## src/sv/stt_pkg.sv

```systemverilog
// Package with constants, types and keyword table of the source text tokenizer.
`timescale 1ns / 1ps
package stt_pkg;

	localparam int OFFSET_BITS   = 32;
	localparam int KEYWORD_CHARS = 10;
	localparam int LENGTH_BITS   = 16;
	localparam int NUM_KEYWORDS  = 38;
	localparam int FIFO_DEPTH    = 4;

	localparam logic [1:0] MODE_IDLE   = 2'd0;
	localparam logic [1:0] MODE_NUMBER = 2'd1;
	localparam logic [1:0] MODE_IDENT  = 2'd2;
	localparam logic [1:0] MODE_OPER   = 2'd3;

	localparam logic [2:0] KIND_NUMBER = 3'd0;
	localparam logic [2:0] KIND_IDENT  = 3'd1;
	localparam logic [2:0] KIND_KEYWORD = 3'd2;
	localparam logic [2:0] KIND_OPER   = 3'd3;
	localparam logic [2:0] KIND_DELIM  = 3'd4;
	localparam logic [2:0] KIND_END    = 3'd5;

	// Keyword text is right-aligned: the first character sits in the highest used byte.
	localparam logic [79:0] KW_TEXT [NUM_KEYWORDS] = '{
		80'("function"), 80'("class"), 80'("struct"), 80'("enum"), 80'("interface"),
		80'("number"), 80'("int"), 80'("float"), 80'("bool"), 80'("string"),
		80'("array"), 80'("dictionary"), 80'("set"), 80'("true"), 80'("false"),
		80'("null"), 80'("if"), 80'("else"), 80'("for"), 80'("foreach"),
		80'("while"), 80'("break"), 80'("continue"), 80'("switch"), 80'("case"),
		80'("default"), 80'("try"), 80'("catch"), 80'("throw"), 80'("async"),
		80'("await"), 80'("yield"), 80'("return"), 80'("static"), 80'("override"),
		80'("decorator"), 80'("as"), 80'("with")
	};

	localparam logic [3:0] KW_LEN [NUM_KEYWORDS] = '{
		4'd8, 4'd5, 4'd6, 4'd4, 4'd9, 4'd6, 4'd3, 4'd5, 4'd4, 4'd6,
		4'd5, 4'd10, 4'd3, 4'd4, 4'd5, 4'd4, 4'd2, 4'd4, 4'd3, 4'd7,
		4'd5, 4'd5, 4'd8, 4'd6, 4'd4, 4'd7, 4'd3, 4'd5, 4'd5, 4'd5,
		4'd5, 4'd5, 4'd6, 4'd6, 4'd8, 4'd9, 4'd2, 4'd4
	};

	typedef struct packed {
		logic [2:0]  kind;
		logic [5:0]  code;
		logic [31:0] start_res;
		logic [15:0] length;
		logic        end_mark;
	} res_t;

endpackage

```

## src/sv/source_text_tokenizer_core.sv

```systemverilog
// Top level of the source text tokenizer: byte scanner, keyword match and result queue.
`timescale 1ns / 1ps
// Takes one source byte per request and emits number, identifier, keyword,
// operator, delimiter and end-of-text tokens. A byte is decoded in the cycle it
// is taken; its zero to three results go into a four-entry result queue that
// drains one result per cycle unless m_tready is low. A new byte is taken whenever
// the queue holds at most one result, so bytes that each cause at most one result
// flow at one per cycle unless m_tready is low, and more results hold off later bytes.
module source_text_tokenizer_core (
	input  logic        clk,
	input  logic        arst_n,
	input  logic        s_tvalid,
	output logic        s_tready,
	input  logic [7:0]  s_tdata,   // ch[7:0]
	input  logic        s_tlast,   // last
	output logic        m_tvalid,
	input  logic        m_tready,
	output logic [55:0] m_tdata,   // code[5:0], start_res[37:6], length[53:38], zero pad
	output logic [2:0]  m_tuser,   // kind[2:0]
	output logic        m_tlast    // end_mark
);

	localparam int LEN_MAX = (2 ** stt_pkg::LENGTH_BITS) - 1;

	logic [1:0]                         mode_q;
	logic [7:0]                         nb_q [stt_pkg::KEYWORD_CHARS];
	logic [stt_pkg::LENGTH_BITS-1:0]    len_q;
	logic [stt_pkg::OFFSET_BITS-1:0]    start_q;
	logic [stt_pkg::OFFSET_BITS-1:0]    off_q;
	logic [7:0]                         pend_q;

	stt_pkg::res_t fifo_q [stt_pkg::FIFO_DEPTH];
	logic [1:0] wptr_q, rptr_q;
	logic [2:0] count_q;

	logic [1:0]                      nm;
	logic [7:0]                      nb [stt_pkg::KEYWORD_CHARS];
	logic [stt_pkg::LENGTH_BITS-1:0] nl;
	logic [stt_pkg::OFFSET_BITS-1:0] ns, noff;
	logic [7:0]                      np;
	stt_pkg::res_t                   res [3];
	logic [1:0]                      nres;
	logic                            used;
	logic                            take, pop;
	logic [7:0]                      c;

	function automatic stt_pkg::res_t mk(input logic [2:0] kind, input logic [5:0] code,
			input logic [stt_pkg::OFFSET_BITS-1:0] start,
			input logic [stt_pkg::LENGTH_BITS-1:0] len, input logic endm);
		stt_pkg::res_t r;
		logic [63:0] s64;
		logic [31:0] l32;
		s64 = 64'(start);
		l32 = 32'(len);
		r.kind = kind;
		r.code = code;
		r.start_res = s64[31:0];
		r.length = (l32 > 32'd65535) ? 16'hFFFF : l32[15:0];
		r.end_mark = endm;
		return r;
	endfunction

	function automatic logic [6:0] kw_lookup(input logic [7:0] b [stt_pkg::KEYWORD_CHARS],
			input logic [stt_pkg::LENGTH_BITS-1:0] len);
		logic [6:0] hit;
		logic same;
		int pos;
		hit = '0;
		for (int k = stt_pkg::NUM_KEYWORDS - 1; k >= 0; k--) begin
			same = (32'(len) == 32'(stt_pkg::KW_LEN[k]));
			for (int i = 0; i < stt_pkg::KEYWORD_CHARS; i++) begin
				if (i < int'(stt_pkg::KW_LEN[k])) begin
					pos = 8 * (int'(stt_pkg::KW_LEN[k]) - 1 - i);
					if (b[i] != stt_pkg::KW_TEXT[k][pos +: 8]) same = 1'b0;
				end
			end
			if (same) hit = {1'b1, 6'(k)};
		end
		return hit;
	endfunction

	function automatic logic [4:0] single_op(input logic [7:0] ch);
		logic [4:0] r;
		case (ch)
			8'h2B: r = {1'b1, 4'd0};
			8'h2D: r = {1'b1, 4'd1};
			8'h2A: r = {1'b1, 4'd2};
			8'h2F: r = {1'b1, 4'd3};
			8'h25: r = {1'b1, 4'd4};
			8'h5E: r = {1'b1, 4'd5};
			8'h3C: r = {1'b1, 4'd8};
			8'h3E: r = {1'b1, 4'd9};
			8'h21: r = {1'b1, 4'd14};
			default: r = '0;
		endcase
		return r;
	endfunction

	function automatic logic [4:0] pair_op(input logic [7:0] a, input logic [7:0] b);
		logic [4:0] r;
		r = '0;
		if (a == 8'h3D && b == 8'h3D) r = {1'b1, 4'd6};
		if (a == 8'h21 && b == 8'h3D) r = {1'b1, 4'd7};
		if (a == 8'h3C && b == 8'h3D) r = {1'b1, 4'd10};
		if (a == 8'h3E && b == 8'h3D) r = {1'b1, 4'd11};
		if (a == 8'h26 && b == 8'h26) r = {1'b1, 4'd12};
		if (a == 8'h7C && b == 8'h7C) r = {1'b1, 4'd13};
		return r;
	endfunction

	function automatic logic [3:0] delim(input logic [7:0] ch);
		logic [3:0] r;
		case (ch)
			8'h28: r = {1'b1, 3'd0};
			8'h29: r = {1'b1, 3'd1};
			8'h7B: r = {1'b1, 3'd2};
			8'h7D: r = {1'b1, 3'd3};
			8'h3B: r = {1'b1, 3'd4};
			8'h2C: r = {1'b1, 3'd5};
			default: r = '0;
		endcase
		return r;
	endfunction

	function automatic logic [stt_pkg::LENGTH_BITS-1:0] inc_sat(
			input logic [stt_pkg::LENGTH_BITS-1:0] v);
		return (32'(v) < 32'(LEN_MAX)) ? v + 1'b1 : v;
	endfunction

	// Flush result for a pending token; the top bit says whether one exists.
	function automatic logic [$bits(stt_pkg::res_t):0] flush_res(input logic [1:0] mode,
			input logic [7:0] b [stt_pkg::KEYWORD_CHARS],
			input logic [stt_pkg::LENGTH_BITS-1:0] len,
			input logic [stt_pkg::OFFSET_BITS-1:0] start, input logic [7:0] pend);
		logic [6:0] kw;
		logic [4:0] so;
		stt_pkg::res_t r;
		logic v;
		kw = kw_lookup(b, len);
		so = single_op(pend);
		v = 1'b0;
		r = mk(stt_pkg::KIND_NUMBER, 6'd0, start, len, 1'b0);
		unique case (mode)
			stt_pkg::MODE_NUMBER: v = 1'b1;
			stt_pkg::MODE_IDENT: begin
				v = 1'b1;
				if (kw[6]) r = mk(stt_pkg::KIND_KEYWORD, kw[5:0], start, len, 1'b0);
				else r = mk(stt_pkg::KIND_IDENT, 6'd0, start, len, 1'b0);
			end
			stt_pkg::MODE_OPER: begin
				v = so[4];
				r = mk(stt_pkg::KIND_OPER, {2'b00, so[3:0]}, start,
					stt_pkg::LENGTH_BITS'(1), 1'b0);
			end
			default: v = 1'b0;
		endcase
		return {v, r};
	endfunction

	always_comb begin
		logic [$bits(stt_pkg::res_t):0] fl;
		logic [4:0] po, so;
		logic [3:0] dl;
		logic is_digit, is_alpha, is_space;
		c = s_tdata;
		is_digit = (c >= 8'h30) && (c <= 8'h39);
		is_alpha = ((c >= 8'h61) && (c <= 8'h7A)) || ((c >= 8'h41) && (c <= 8'h5A));
		is_space = (c == 8'h20) || ((c >= 8'h09) && (c <= 8'h0D));
		po = pair_op(pend_q, c);
		so = single_op(c);
		dl = delim(c);
		nm = mode_q;
		nb = nb_q;
		nl = len_q;
		ns = start_q;
		np = pend_q;
		used = 1'b0;
		nres = 2'd0;
		res[0] = mk(stt_pkg::KIND_NUMBER, 6'd0, start_q, len_q, 1'b0);
		res[1] = res[0];
		res[2] = res[0];
		fl = flush_res(mode_q, nb_q, len_q, start_q, pend_q);

		unique case (mode_q)
			stt_pkg::MODE_OPER: begin
				nm = stt_pkg::MODE_IDLE;
				if (po[4]) begin
					res[0] = mk(stt_pkg::KIND_OPER, {2'b00, po[3:0]}, start_q,
						stt_pkg::LENGTH_BITS'(2), 1'b0);
					nres = 2'd1;
					used = 1'b1;
				end else if (fl[$bits(stt_pkg::res_t)]) begin
					res[0] = fl[$bits(stt_pkg::res_t)-1:0];
					nres = 2'd1;
				end
			end
			stt_pkg::MODE_NUMBER: begin
				if (is_digit || c == 8'h2E) begin
					nl = inc_sat(len_q);
					used = 1'b1;
				end else begin
					res[0] = fl[$bits(stt_pkg::res_t)-1:0];
					nres = 2'd1;
					nm = stt_pkg::MODE_IDLE;
				end
			end
			stt_pkg::MODE_IDENT: begin
				if (is_alpha || is_digit || c == 8'h5F) begin
					if (32'(len_q) < 32'(stt_pkg::KEYWORD_CHARS))
						nb[$clog2(stt_pkg::KEYWORD_CHARS)'(len_q)] = c;
					nl = inc_sat(len_q);
					used = 1'b1;
				end else begin
					res[0] = fl[$bits(stt_pkg::res_t)-1:0];
					nres = 2'd1;
					nm = stt_pkg::MODE_IDLE;
				end
			end
			default: ;
		endcase

		if (!used && !is_space) begin
			if (is_digit) begin
				nm = stt_pkg::MODE_NUMBER;
				ns = off_q;
				nl = stt_pkg::LENGTH_BITS'(1);
			end else if (is_alpha) begin
				nm = stt_pkg::MODE_IDENT;
				ns = off_q;
				nl = stt_pkg::LENGTH_BITS'(1);
				nb[0] = c;
			end else if (so[4] || c == 8'h3D || c == 8'h26 || c == 8'h7C) begin
				nm = stt_pkg::MODE_OPER;
				ns = off_q;
				np = c;
				nl = stt_pkg::LENGTH_BITS'(1);
			end else if (dl[3]) begin
				res[nres] = mk(stt_pkg::KIND_DELIM, {3'b000, dl[2:0]}, off_q,
					stt_pkg::LENGTH_BITS'(1), 1'b0);
				nres = nres + 2'd1;
			end
		end

		noff = off_q + 1'b1;

		if (s_tlast) begin
			fl = flush_res(nm, nb, nl, ns, np);
			if (fl[$bits(stt_pkg::res_t)]) begin
				res[nres] = fl[$bits(stt_pkg::res_t)-1:0];
				nres = nres + 2'd1;
			end
			res[nres] = mk(stt_pkg::KIND_END, 6'd0, noff, '0, 1'b1);
			nres = nres + 2'd1;
			nm = stt_pkg::MODE_IDLE;
			noff = '0;
			nl = '0;
			ns = '0;
			np = '0;
		end
	end

	assign s_tready = (count_q <= 3'd1);
	assign take = s_tvalid && s_tready;
	assign m_tvalid = (count_q != 3'd0);
	assign pop = m_tvalid && m_tready;

	assign m_tuser = fifo_q[rptr_q].kind;
	assign m_tlast = fifo_q[rptr_q].end_mark;
	assign m_tdata = {2'b00, fifo_q[rptr_q].length, fifo_q[rptr_q].start_res,
		fifo_q[rptr_q].code};

	always_ff @(posedge clk or negedge arst_n) begin
		if (!arst_n) begin
			mode_q <= stt_pkg::MODE_IDLE;
			len_q <= '0;
			start_q <= '0;
			off_q <= '0;
			pend_q <= '0;
			wptr_q <= '0;
			rptr_q <= '0;
			count_q <= '0;
		end else begin
			if (take) begin
				mode_q <= nm;
				len_q <= nl;
				start_q <= ns;
				off_q <= noff;
				pend_q <= np;
				wptr_q <= wptr_q + nres;
			end
			if (pop) rptr_q <= rptr_q + 1'b1;
			count_q <= count_q + (take ? {1'b0, nres} : 3'd0) - {2'b00, pop};
		end
	end

	always_ff @(posedge clk) begin
		if (take) begin
			nb_q <= nb;
			for (int k = 0; k < 3; k++) begin
				if (k < int'(nres)) fifo_q[wptr_q + 2'(k)] <= res[k];
			end
		end
	end

	a_count_bound: assert property (@(posedge clk) disable iff (!arst_n)
		count_q <= 3'd4) else $error("result queue overflow");
	a_last_gives_result: assert property (@(posedge clk) disable iff (!arst_n)
		take && s_tlast |=> m_tvalid) else $error("no result after final byte");
	a_last_resets_scan: assert property (@(posedge clk) disable iff (!arst_n)
		take && s_tlast |=> (mode_q == stt_pkg::MODE_IDLE) && (off_q == '0))
		else $error("scanner not restarted after final byte");
	a_hold_when_full: assert property (@(posedge clk) disable iff (!arst_n)
		!take |=> $stable(off_q)) else $error("offset moved without a request");

endmodule

```

## config.mk

```make
export PLATFORM = sky130hd
export DESIGN_NAME = source_text_tokenizer_core
export DESIGN_NICKNAME = d
export VERILOG_FILES = /design/src/sv/stt_pkg.sv /design/src/sv/source_text_tokenizer_core.sv
export SDC_FILE = /design/constraint.sdc
export NUM_CORES = 1
export LEC_CHECK = 0
export ABC_AREA = 1
export BUFFER_PORTS_ARGS = -buffer_cell sky130_fd_sc_hd__buf_4
export CAP_MARGIN = 5
export CELL_PAD_IN_SITES_DETAIL_PLACEMENT = 0
export CELL_PAD_IN_SITES_GLOBAL_PLACEMENT = 2
export CORE_ASPECT_RATIO = 0.75
export CORE_MARGIN = 2
export CORE_UTILIZATION = 39
export DETAILED_ROUTE_END_ITERATION = 8
export MAX_ROUTING_LAYER = met4
export PLACE_DENSITY_LB_ADDON = 0.1
export SETUP_SLACK_MARGIN = 0.3
export SLEW_MARGIN = 20
export SYNTH_ARGS = -nofsm -noshare
export SYNTH_HDL_FRONTEND = slang
export SYNTH_SLANG_ARGS = --single-unit
```

## constraint.sdc

```tcl
create_clock -name clk -period 20 [get_ports clk]
set_input_delay 2 -clock clk [delete_from_list [all_inputs] [get_ports clk]]
set_output_delay 2 -clock clk [all_outputs]
set_load 0.02 [all_outputs]
```

# Word level (Yosys, flattened, before mapping)
# Memories as Yosys holds them, arrays and structs flattened.
# Index checks and enable logic that the tools add are counted.
dict set report word_totals {
  register_bits 177
  latchBits 0
  ram_bits 232
  rom_bits 0
  inputBits 13
  out_inout_bits 62
  elab_cells 943
  mem_count 1
}
# memory words width rd rd_ports_with_merged_regs wr line
set mem_list {}
lappend mem_list {fifo_q 4 58 1 0 3 source_text_tokenizer_core.sv:32} ;# stt_pkg::res_t fifo_q [stt_pkg::FIFO_DEPTH];
dict set report op_classes {
  add_sub_neg 11
  n_mul 0
  div 0
  magnitude_cmp 22
  eq_ne 258
  n_shift 0
  muxes 599
  bitwise_logic 4
  reduce_logical 30
}
# operator count
set op_table {}
lappend op_table {{8-bit by 7-bit != test with 1-bit output, second input constant} 192}
lappend op_table {{174-bit 2-to-1 mux} 8}
lappend op_table {{7-bit 2-to-1 mux} 77}
lappend op_table {{174-bit bitwise mux} 3}
lappend op_table {{58-bit 2-to-1 mux} 8}
lappend op_table {{1-bit 2-to-1 mux} 435}
lappend op_table {{58-bit demux with 2-bit select} 3}
lappend op_table {{8-bit by 6-bit == test with 1-bit output, second input constant} 34}
lappend op_table {{80-bit 2-to-1 mux} 3}
lappend op_table {{57-bit one-hot mux with 2 select lines} 2}
lappend op_table {{32-bit 2-to-1 mux} 6}
lappend op_table {{58-bit one-hot mux with 3 select lines} 1}
lappend op_table {{5-bit one-hot mux with 9 select lines} 3}
lappend op_table {{16-bit by 3-bit == test with 1-bit output, second input constant} 8}
lappend op_table {{16-bit 2-to-1 mux} 8}
lappend op_table {{57-bit 2-to-1 mux} 2}
lappend op_table {{16-bit by 4-bit == test with 1-bit output, second input constant} 6}
lappend op_table {{80-bit bitwise mux} 1}
lappend op_table {{8-bit 2-to-1 mux} 9}
lappend op_table {{16-bit by 2-bit == test with 1-bit output, second input constant} 4}
lappend op_table {{8-bit by 7-bit == test with 1-bit output, second input constant} 8}
lappend op_table {{32-bit by 1-bit adder with 32-bit output, second input constant} 1}
lappend op_table {{8-bit demux with 4-bit select} 1}
lappend op_table {{2-bit 2-to-1 mux} 16}
lappend op_table {{other kinds (36)} 85}

# Logic depth before layout (Yosys ltp)
dict set report logic_depth {
  word_depth 69
  ltp_mapped 39
  mapped_depth_nobuf 36
}

# Least setup slack after synthesis
# Ideal clock, no wire load.
dict set report synth_timing {
  path_type {input port to flip-flop}
  startpoint {input port s_tdata[1]}
  endpoint {memory fifo_q[0][0] (netlist name) (enable)}
  setup_ps 554
  arrival_ps 9129
  required_time_ps 19446
  setup_slack_ps 10317
  cell_stages 24
  n_path_buf 2
  cell_sequence {buf_4 nor2_2 nand2_1 nand2_1 nand2_1 nand2_2 buf_2 nand4_1 nand2_1 inv_1 nand3_1 nand2_1 ha_1 inv_1 o21ai_0 inv_1 ha_1 nor2_1 nor2_1 ha_1 o21ai_0 inv_1 o21ai_0 o21ai_0}
}
# element line
set synth_rtl {}
lappend synth_rtl {{start: declaration} source_text_tokenizer_core.sv:14} ;# input logic [7:0] s_tdata,
lappend synth_rtl {{end: declaration} source_text_tokenizer_core.sv:32}

==> results by group <==
Outcome
  • Status: finished, final reports clean

Timing
  • RSZ-0062 raised after global routing: false
  • Slew Limit Fails: 0
  • Worst-margin pin slew: 1.36 ns
  • Min cycle time layout: 8.94 ns
  • WHS: 0.470 ns
  • FMAX: 112 MHz
  • Setup TNS: 0 ns
  • Setup-violating endpoint count in the final report: 0
  • Max transition margin: 7.29%
  • Final period util: 44.7%
  • Final Hold Viols: 0
  • Clk_skew: 0.0486 ns
  • Final worst slack: 11.06 ns

Pwr
  • Total chip power: 5.72 mW
  • Lkg Pwr: 15.6 nW
  • Clk pwr share: 17.5%
  • Switching pwr: 3.09 mW
  • P_int: 2.64 mW
  • Power per cell area: 148 nW/um2
  • Net Sw Frac: 53.9%
  • VDD IR max: 0.000214 V
  • Comb pwr share: 58.3%
  • Share of power burned in registers: 24.3%

Synth
  • Post-synth top area cell: edfxtp_1
  • Sequential area share after synthesis: 33.0%
  • Most used flip-flop cell after synthesis: edfxtp_1
  • Largest family of logic cells by synthesized area: simple AND/OR/NAND/NOR gates
  • Cell Area, Synth: 35700 um2
  • Area share of fa/ha/maj cells after synthesis: 0.896%
  • Avg Cell Area, Syn: 6.43 um2
  • Mapped Cells: 5553
  • Flops & latches, synth: 409
  • Number of flops mapped to enable cells by yosys: 312
  • Async S/R FF share, synth: 23.7%
  • XOR/XNOR Fraction of Synth Area: 0.833%
  • Compound-cell area share of the yosys netlist: 14.3%
  • Post-synthesis simple-gate area fraction: 40.8%
  • Commonest cells in the synthesized netlist: 1755 x nand2_1, 603 x nand3_1, 544 x nor2_1
  • Netlist cell types: 68
  • Yosys synthesis warning count: 0
  • Top cells by area, synth: edfxtp_1 26%, nand2_1 18%, nand3_1 8.4%
  • Post-synth top area share: 26.2%
  • Multiplexer share of the synthesized area: 0%
  • Most frequent cell after synthesis: nand2_1

Worst setup path
  • Cell family with most CP delay: simple AND/OR/NAND/NOR gates
  • Critical Path Max Stage Delay: 0.89 ns
  • Setup crit start kind: primary input
  • WS Path Type: in -> reg
  • CP Buf/Inv Count: 9
  • Crit path capture type: flip-flop
  • Slowest-stage cell, CP: nor2_4
  • Arr. time, crit path: 9.20 ns
  • Worst Path Max Fanout: 38
  • Critical Path RT: 20.26 ns

Clock tree
  • CTS tree: done
  • Clock sinks: 409
  • Setup bufs post-CTS: 0
  • Num CTS Buffers: 49
  • Worst-case clock buffer depth: 3
  • Post-CTS resize count: 0
  • Hold buffers post-CTS: 0
  • Worst skew pair latency: 0.66 ns
  • Clock Pin Slew Worst Setup and Hold Paths: 0.06 ns
  • CTS root buf: clkbuf_16
  • H-Tree Depth: 2

Floorplan
  • IO Count: 75
  • Initial Util: 39.2%
  • Die Y-Extent: 266 um
  • Die X: 354 um
  • Core ar.: 91200 um2
  • Cell row count: 96
  • Die area: 94100 um2

Routing
  • WL per Instance: 26.2 um
  • Via density: 6.05
  • DRT iter0 DRCs: 5678
  • WL final: 176000 um
  • Drt drc: 0
  • Routed Antenna Nets: 0
  • DRT Pass-1 Iters: 6
  • Routed vias: 40600

GRT
  • GRT overflow: 0
  • Gr usage total: 37.5%
  • Vias in the first global route: 36300
  • First-pass GRT wire length: 256000 um
  • Initial antenna violation count: 3
  • Largest net degree at the start of global routing: 84

Finish
  • NumNets Final: 5468
  • # fillers: 9710
  • Synth-to-Final Area Change: 8.12%
  • Multi-input gate area: 20500 um2
  • FF/Latch Area: 11800 um2
  • Share of post-route cells with drive strength above 1: 7.09%
  • Layout Cells excl Fill: 6700

Place
  • DP Cell Count: 6604
  • DPL Wire Length: 124000 um
  • RePlAce Congestion: 1.04
  • Setup slack at placement: 10.62 ns
  • # port buffers: 72

Min path
  • Hold Crit Class: reg -> reg

Flow run
  • Max-Cap Viols: 0
layout make-up:
| class | count | area share [%] |
|---|---|---|
| Multi-Input combinational cell | 4278 | 52.9 |
| Sequential cell | 409 | 30.5 |
| Inverter | 563 | 5.51 |
| Tap cell | 1225 | 3.97 |
| Clock buffer | 62 | 3.41 |
| Timing Repair Buffer | 129 | 2.51 |
| Clock inverter | 30 | 1.09 |
| Antenna cell | 4 | 0.0259 |
power by group through the flow:
stage               clock network, mW  registers (mW)  logic (mW)
floorplan                           0            1.31        2.17
global placement                    0            1.40        3.23
detailed placement                  0            1.40        3.22
CTS                              1.01            1.38        3.24
global route                     1.04            1.41        3.62
finish                          0.999            1.39        3.34
registers in the layout, summed over array words and instances, names as in the netlist:
name     cells
fifo_q     232
wptr_q       2
nb_q        80
start_q     32
off_q       32
pend_q       8
len_q       16
count_q      3
rptr_q       2
mode_q       2
metal layers:
layer	vias up	wire length (um)	global-route usage, %
met4	0	3800	8.17
met3	259	22300	10.2
met1	19400	82500	56.9
met2	2356	67200	48.3
li1	18600	-	-
met5	-	0	-
placed cells by master, fill, tap and decap left out, types with 95 or more instances in the layout:
master    count
buf_4       129
dfrtp_1      95
edfxtp_1    312
inv_1       505
nand2_1    1752
nand3_1     603
nand4_1     153
nor2_1      535
nor3_1      143
o21ai_0     376
o221ai_1    100
o22ai_1     148
path summary, 6_finish.rpt:
kind	startpoint	to	slack [ns]	cells after the start
setup reg to reg	pend_q[4]	fifo_q[3][56]	11.53	30
hold / removal	count_q[2]	count_q[2]	0.47	1
min in group asynchronous	arst_n	len_q[14]	1.35	1
hold reg to reg	count_q[2]	count_q[2]	0.47	1
max in group asynchronous	arst_n	off_q[13]	17.06	3
setup / recovery	s_tdata[4]	fifo_q[3][56]	11.06	34
through the flow:
step | util (%) | instance area, um2
after detailed placement | 40.4 | 36900
after global placement | 40.4 | 36900
after floorplan | - | 35700
final | 42.4 | 38600
after CTS | 42.4 | 38600
after global routing | 42.4 | 38600
logic make-up after synthesis:
logic type | after synthesis
adder cells (fa/ha/maj) | 25
other | 1
XOR/XNOR | 34
flip-flops | 409
AO/OA/AOI/OAI | 854
buffers and inverters | 867
AND/OR/NAND/NOR | 3363
No activity file was read; power rests on OpenSTA's default activity.
